`src/rtl/amg_pkg.sv`:
```
// shared codes, field widths and control types of the adjacency matrix graph store
`default_nettype none
package amg_pkg;
	localparam int OP_W   = 3;
	localparam int KEY_W  = 32;
	localparam int STAT_W = 3;
	localparam int DEG_W  = 5;
	localparam int VTOT_W = 5;
	localparam int ETOT_W = 9;
	localparam int OVAL_W = 32;
	localparam int IN_DATA_W  = 96;
	localparam int OUT_DATA_W = 96;

	localparam logic [OP_W-1:0] OP_ADD_VERTEX = 3'd0;
	localparam logic [OP_W-1:0] OP_ADD_EDGE   = 3'd1;
	localparam logic [OP_W-1:0] OP_REM_EDGE   = 3'd2;
	localparam logic [OP_W-1:0] OP_READ_EDGE  = 3'd3;
	localparam logic [OP_W-1:0] OP_SUCC       = 3'd4;
	localparam logic [OP_W-1:0] OP_PRED       = 3'd5;
	localparam logic [OP_W-1:0] OP_INFO       = 3'd6;
	localparam logic [OP_W-1:0] OP_NONE       = 3'd7;

	localparam logic [STAT_W-1:0] ST_OK      = 3'd0;
	localparam logic [STAT_W-1:0] ST_UNKNOWN = 3'd1;
	localparam logic [STAT_W-1:0] ST_DUP     = 3'd2;
	localparam logic [STAT_W-1:0] ST_FULL    = 3'd3;
	localparam logic [STAT_W-1:0] ST_NO_EDGE = 3'd4;

	typedef struct packed {
		logic capture;
		logic match;
		logic exec;
		logic mirror;
		logic load_single;
		logic load_nbr;
		logic scan_inc;
	} amg_cmd_t;

	typedef struct packed {
		logic is_nop;
		logic is_list;
		logic need_mirror;
		logic row_empty;
		logic row_bit;
		logic rest_zero;
		logic can_load;
	} amg_stat_t;
endpackage
`default_nettype wire

```
`src/rtl/amg_ctrl.sv`:
```
// operation sequencer of the graph store
`default_nettype none
module amg_ctrl (
	input  wire logic              clk,
	input  wire logic              arst_n,
	input  wire logic              in_valid,
	output logic                   in_ready,
	input  wire amg_pkg::amg_stat_t stat,
	output amg_pkg::amg_cmd_t      cmd
);
	import amg_pkg::*;

	localparam logic [2:0] S_IDLE   = 3'd0;
	localparam logic [2:0] S_MATCH  = 3'd1;
	localparam logic [2:0] S_EXEC   = 3'd2;
	localparam logic [2:0] S_MIRROR = 3'd3;
	localparam logic [2:0] S_RESP   = 3'd4;
	localparam logic [2:0] S_SCAN   = 3'd5;

	logic [2:0] state_q, state_d;

	always_ff @(posedge clk or negedge arst_n) begin
		if (!arst_n) begin
			state_q <= S_IDLE;
		end else begin
			state_q <= state_d;
		end
	end

	always_comb begin
		cmd      = '0;
		state_d  = state_q;
		in_ready = 1'b0;
		unique case (state_q)
			S_IDLE: begin
				in_ready    = 1'b1;
				cmd.capture = in_valid;
				if (in_valid) state_d = S_MATCH;
			end
			S_MATCH: begin
				cmd.match = 1'b1;
				state_d   = stat.is_nop ? S_IDLE : S_EXEC;
			end
			S_EXEC: begin
				cmd.exec = 1'b1;
				if (stat.is_list) state_d = S_SCAN;
				else if (stat.need_mirror) state_d = S_MIRROR;
				else state_d = S_RESP;
			end
			S_MIRROR: begin
				cmd.mirror = 1'b1;
				state_d    = S_RESP;
			end
			S_RESP: begin
				if (stat.can_load) begin
					cmd.load_single = 1'b1;
					state_d         = S_IDLE;
				end
			end
			S_SCAN: begin
				if (stat.row_empty) begin
					if (stat.can_load) begin
						cmd.load_single = 1'b1;
						state_d         = S_IDLE;
					end
				end else if (stat.row_bit) begin
					if (stat.can_load) begin
						cmd.load_nbr = 1'b1;
						if (stat.rest_zero) state_d = S_IDLE;
						else cmd.scan_inc = 1'b1;
					end
				end else begin
					cmd.scan_inc = 1'b1;
				end
			end
			default: state_d = S_IDLE;
		endcase
	end
endmodule
`default_nettype wire

```
`config.mk`:
```
export PLATFORM = sky130hd
export DESIGN_NAME = amg_ctrl
export DESIGN_NICKNAME = d
export VERILOG_FILES = /design/src/rtl/amg_pkg.sv /design/src/rtl/amg_ctrl.sv
export SDC_FILE = /design/constraint.sdc
export NUM_CORES = 1
export LEC_CHECK = 0
export ABC_AREA = 1
export BUFFER_PORTS_ARGS = -buffer_cell sky130_fd_sc_hd__buf_2
export CORE_AREA = 2 2 39 41
export DETAILED_ROUTE_END_ITERATION = 6
export DIE_AREA = 0 0 41 43
export PLACE_DENSITY = 0.55
export SYNTH_ARGS = -nofsm -noshare
export SYNTH_HDL_FRONTEND = slang
export SYNTH_SLANG_ARGS = --single-unit
```
`constraint.sdc`:
```
create_clock -name clk -period 1.2 [get_ports clk]
set_clock_uncertainty 0.15 [all_clocks]
set_input_delay 0.18 -clock clk [delete_from_list [all_inputs] [get_ports clk]]
set_output_delay 0.18 -clock clk [all_outputs]
set_load 0.1 [all_outputs]
```
==> parameters.txt <==
Parameter                              Value

Power
  Total power per unit cell area ... 2870 nW/µm²
  Total power after layout ... 0.00245 W
  Share of total power in sequential cells ... 7.9%
  Share of power burned in combinational logic ... 84.7%
  Leakage ... 0.421 nW
  Sw Share ... 53.4%
  Highest ir drop seen on vdd ... 2.38 mV
  Switching power summed over all nets ... 0.00131 W
  Part of the power in the clock network ... 7.5%
  Internal cell power ... 0.00114 W

Synth
  Share of synthesized area occupied by flip-flops and latches ... 26.3%
  Number of enable flip-flop cells after synthesis ... 0
  Post-synthesis cell type with the largest combined area ... sky130_fd_sc_hd__dfrtp_1
  Predominant post-synthesis flop cell ... sky130_fd_sc_hd__dfrtp_1
  Distinct cells, synth ... 14
  Total standard cell area after synthesis ... 285 µm²
  Cell with the most instances after synthesis ... sky130_fd_sc_hd__nand2_1
  Top post-synthesis cells by count ... 13 x sky130_fd_sc_hd__nand2_1, 11 x sky130_fd_sc_hd__inv_1, 4 x sky130_fd_sc_hd__nand3_1, 4 x sky130_fd_sc_hd__nor2_1
  #FFs+latches synth ... 3
  Synth Area per Inst ... 5.82 µm²
  Area fraction of the dominant cell type after synthesis ... 26.3%
  Synth async-reset ratio ... 100%
  Post-Synthesis Cells ... 49
  Number of synthesis warnings ... 0
  Post-synthesis net count ... 59
  Cell types with the largest area share after synthesis ... sky130_fd_sc_hd__dfrtp_1 26%, sky130_fd_sc_hd__nand2_1 17%, sky130_fd_sc_hd__inv_1 14%, sky130_fd_sc_hd__nand3_1 7.0%, sky130_fd_sc_hd__nand4_1 6.6%

Layout
  Layout fillers ... 111
  Biggest registers after layout ... state_q x3
  Number of standard cells in the final layout excluding fillers ... 109
  Largest reg by FF count ... state_q
  Relative area change from synthesis to final layout ... 200%
  Largest register FFs ... 3
  Number of nets at the end of the flow ... 104
  ANT cells ... 0
  Proportion of layout cells with a drive suffix above 1 ... 67.7%

Place
  Number of I/O port buffers ... 17
  Post-detailed-placement half-perimeter wirelength ... 780 µm
  GP Congestion ... 0.826
  Worst setup slack after placement ... -0.237 ns
  Cell count after placement ... 97

Setup path
  Cell count of the worst reg-to-reg path ... 10
  Delay of the slowest critical-path stage ... 0.37 ns
  Slack of the worst reg-to-reg path ... -0.22 ns
  Slowest library cell on the worst path ... sky130_fd_sc_hd__dfrtp_1
  Critical path arrival ... 1.29 ns
  Endpoint required time on the critical path ... 0.87 ns
  Most numerous cell on the critical path ... sky130_fd_sc_hd__nand2_4
  Kind of end point of the critical path ... output port
  Critical path type ... flop to output port
  CP top delay family ... buffers and inverters
  Buffer and inverter count on the worst path ... 3
  Startpoint type of the worst setup path ... flop
  Capture point of the worst reg-to-reg path ... state_q[0]$_DFFE_PN0P_
  Peak fanout along the critical path ... 4
  Critical-path cell list ... inv_2, nand2_4, inv_4, nand2_4, a211oi_4, buf_12
  RR Startpoint ... state_q[1]$_DFFE_PN0P_

GRT
  Aggregate global-route resource usage ... 14.7%
  Pin count of the biggest net entering global routing ... 6
  Number of global-route vias before repair ... 474
  Antenna violations before repair ... 0
  First-pass GRT wire length ... 1860 µm
  Overall overflow remaining after global route ... 0

CTS
  TritonCTS clock tree ... built
  Clk pin slew, worst setup/hold paths ... 0.04 ns
  Maximum number of buffers from clock root to sink ... 2
  Clock latency on the worst-skew pair ... 0.24 ns
  Cell at the root of the clock tree ... sky130_fd_sc_hd__clkbuf_4
  H-tree levels ... 1
  Num CTS Buffers ... 3
  Num Clock Sinks ... 3

Floorplan
  Vertical die dimension ... 43 µm
  Number of standard-cell rows in the floorplan ... 14
  Initial standard-cell utilization of the core ... 20.6%
  Area enclosed by the die boundary ... 1760 µm²
  Floorplan core area ... 1380 µm²
  Horiz. Die Dim ... 41 µm
  Num ports ... 18

Detailed routing
  Count of unresolved DRC violations after routing ... 0
  Average via count per standard cell ... 4.51
  Via Count ... 492
  Iteration count of the initial detailed-routing pass ... 4
  Average routed wire per standard cell ... 10.9 µm
  DRT Wirelength ... 1190 µm
  Number of nets still failing antenna checks after routing ... 0
  Drt first-iter violations ... 16

STA
  Hold WS ... 0.116 ns
  Final worst-path cycle share ... 135%
  Setup WS post-layout ... -0.418 ns
  Number of pins with negative max-slew slack in the final report ... 0
  Final setup violation count ... 11
  Maximum clock frequency ... 618 MHz
  Relative slew slack ... 85.7%
  Shortest period the worst path allows ... 1.62 ns
  RSZ-0062 raised after global routing ... yes
  Transition time of the tightest slew-check pin ... 0.214 ns
  Final number of hold-violating endpoints ... 0

Flow run
  Maximum capacitance violations ... 0

Run status
  Run status ... complete, but fails checks
  Violations in the final reports ... setup timing

Hold path
  Worst min path class ... input port to async pin
==> area by class of cell <==
type	count	area [µm²]	share of cell area, %
timing repair buffer	40	409	47.9
multi-input combinational	33	260	30.5
sequential	3	76.3	8.93
inverter	13	62.6	7.32
clock buffer	4	26.3	3.07
tap	16	20.0	2.34
==> placed cells by master, fill, tap and decap left out, types with 3 or more instances in the layout <==
| cell type | netlist | layout |
|---|---|---|
| sky130_fd_sc_hd__buf_12 | 0 | 8 |
| sky130_fd_sc_hd__clkinvlp_4 | 0 | 3 |
| sky130_fd_sc_hd__clkbuf_4 | 0 | 3 |
| sky130_fd_sc_hd__nand4_1 | 3 | 3 |
| sky130_fd_sc_hd__inv_2 | 2 | 3 |
| sky130_fd_sc_hd__buf_4 | 0 | 14 |
| sky130_fd_sc_hd__inv_1 | 11 | 6 |
| sky130_fd_sc_hd__buf_6 | 0 | 7 |
| sky130_fd_sc_hd__nand3_1 | 4 | 3 |
| sky130_fd_sc_hd__buf_2 | 0 | 9 |
| sky130_fd_sc_hd__nand2_4 | 0 | 4 |
| sky130_fd_sc_hd__nand2_1 | 13 | 10 |
==> worst reg2reg max path: cells and delay by family, from the launching register on <==
| family | cells | cell delay [ns] |
|---|---|---|
| buffers and inverters | 4 | 0.43 |
| and+or+nand+nor | 6 | 0.38 |
| DFF | 1 | 0.37 |
==> power by group through the flow <==
stage | Clock (W) | Sequential [W] | Combinational, W
after floorplan | 0 | 0.000188 | 0.00101
after global placement | 0 | 0.000187 | 0.00168
after detailed placement | 0 | 0.000187 | 0.00170
after CTS | 0.000176 | 0.000186 | 0.00185
after global routing | 0.000193 | 0.000197 | 0.00218
final | 0.000183 | 0.000193 | 0.00207
==> through the flow <==
| stage | TNS, ns | instance area (µm²) | util [%] |
|---|---|---|---|
| 2_1_floorplan | -3.33 | 348 | - |
| 3_3_place_gp | -1.47 | 686 | 49.5 |
| 3_5_place_dp | -1.53 | 686 | 49.5 |
| 4_1_cts | -3.83 | 783 | 56.6 |
| 5_1_grt | -4.01 | 855 | 61.8 |
| 6_report | -3.54 | 855 | 61.8 |
==> how the worst max path moves through the flow <==
stage | start | to | slack (ns) | cells after the start
floorplan | state_q[1]$_DFFE_PN0P_ | cmd[0] | -0.65 | 5
global placement | state_q[0]$_DFFE_PN0P_ | cmd[6] | -0.22 | 4
detailed placement | state_q[0]$_DFFE_PN0P_ | cmd[6] | -0.24 | 4
CTS | state_q[1]$_DFFE_PN0P_ | cmd[0] | -0.47 | 6
global route | state_q[1]$_DFFE_PN0P_ | cmd[0] | -0.46 | 6
finish | state_q[1]$_DFFE_PN0P_ | cmd[0] | -0.42 | 6
==> timing repair <==
| item | 4_1_cts | 5_1_grt |
|---|---|---|
| hold buffers | 2 | 0 |
| setup endpoints to repair | 10 | 11 |
| gates resized for setup | 6 | 15 |
| endpoints found under the hold margin | 4 | 0 |
| pin swaps | 4 | 7 |
| buffers inserted | 4 | 4 |
==> routing by layer <==
| layer | wire length, µm | vias up | part of all wire, % | GRT usage (%) |
|---|---|---|---|---|
| li1 | - | 240 | - | - |
| met1 | 467 | 228 | 39 | 18.6 |
| met2 | 649 | 20 | 55 | 24.4 |
| met3 | 55 | 4 | 4.6 | 1.57 |
| met4 | 19 | 0 | 1.6 | 5.33 |
| met5 | 0 | - | 0 | 0 |
==> logic make-up (layout without fill, tap and decap cells) <==
| kind of cell | count (synthesis) | in the layout | synth area share [%] |
|---|---|---|---|
| AO/OA/AOI/OAI | 4 | 4 | 10.5 |
| buffers and inverters | 13 | 57 | 17.1 |
| flip-flops | 3 | 3 | 26.3 |
| AND/OR/NAND/NOR | 29 | 29 | 46.1 |
Note: power is estimated with default switching activity, not from simulation.
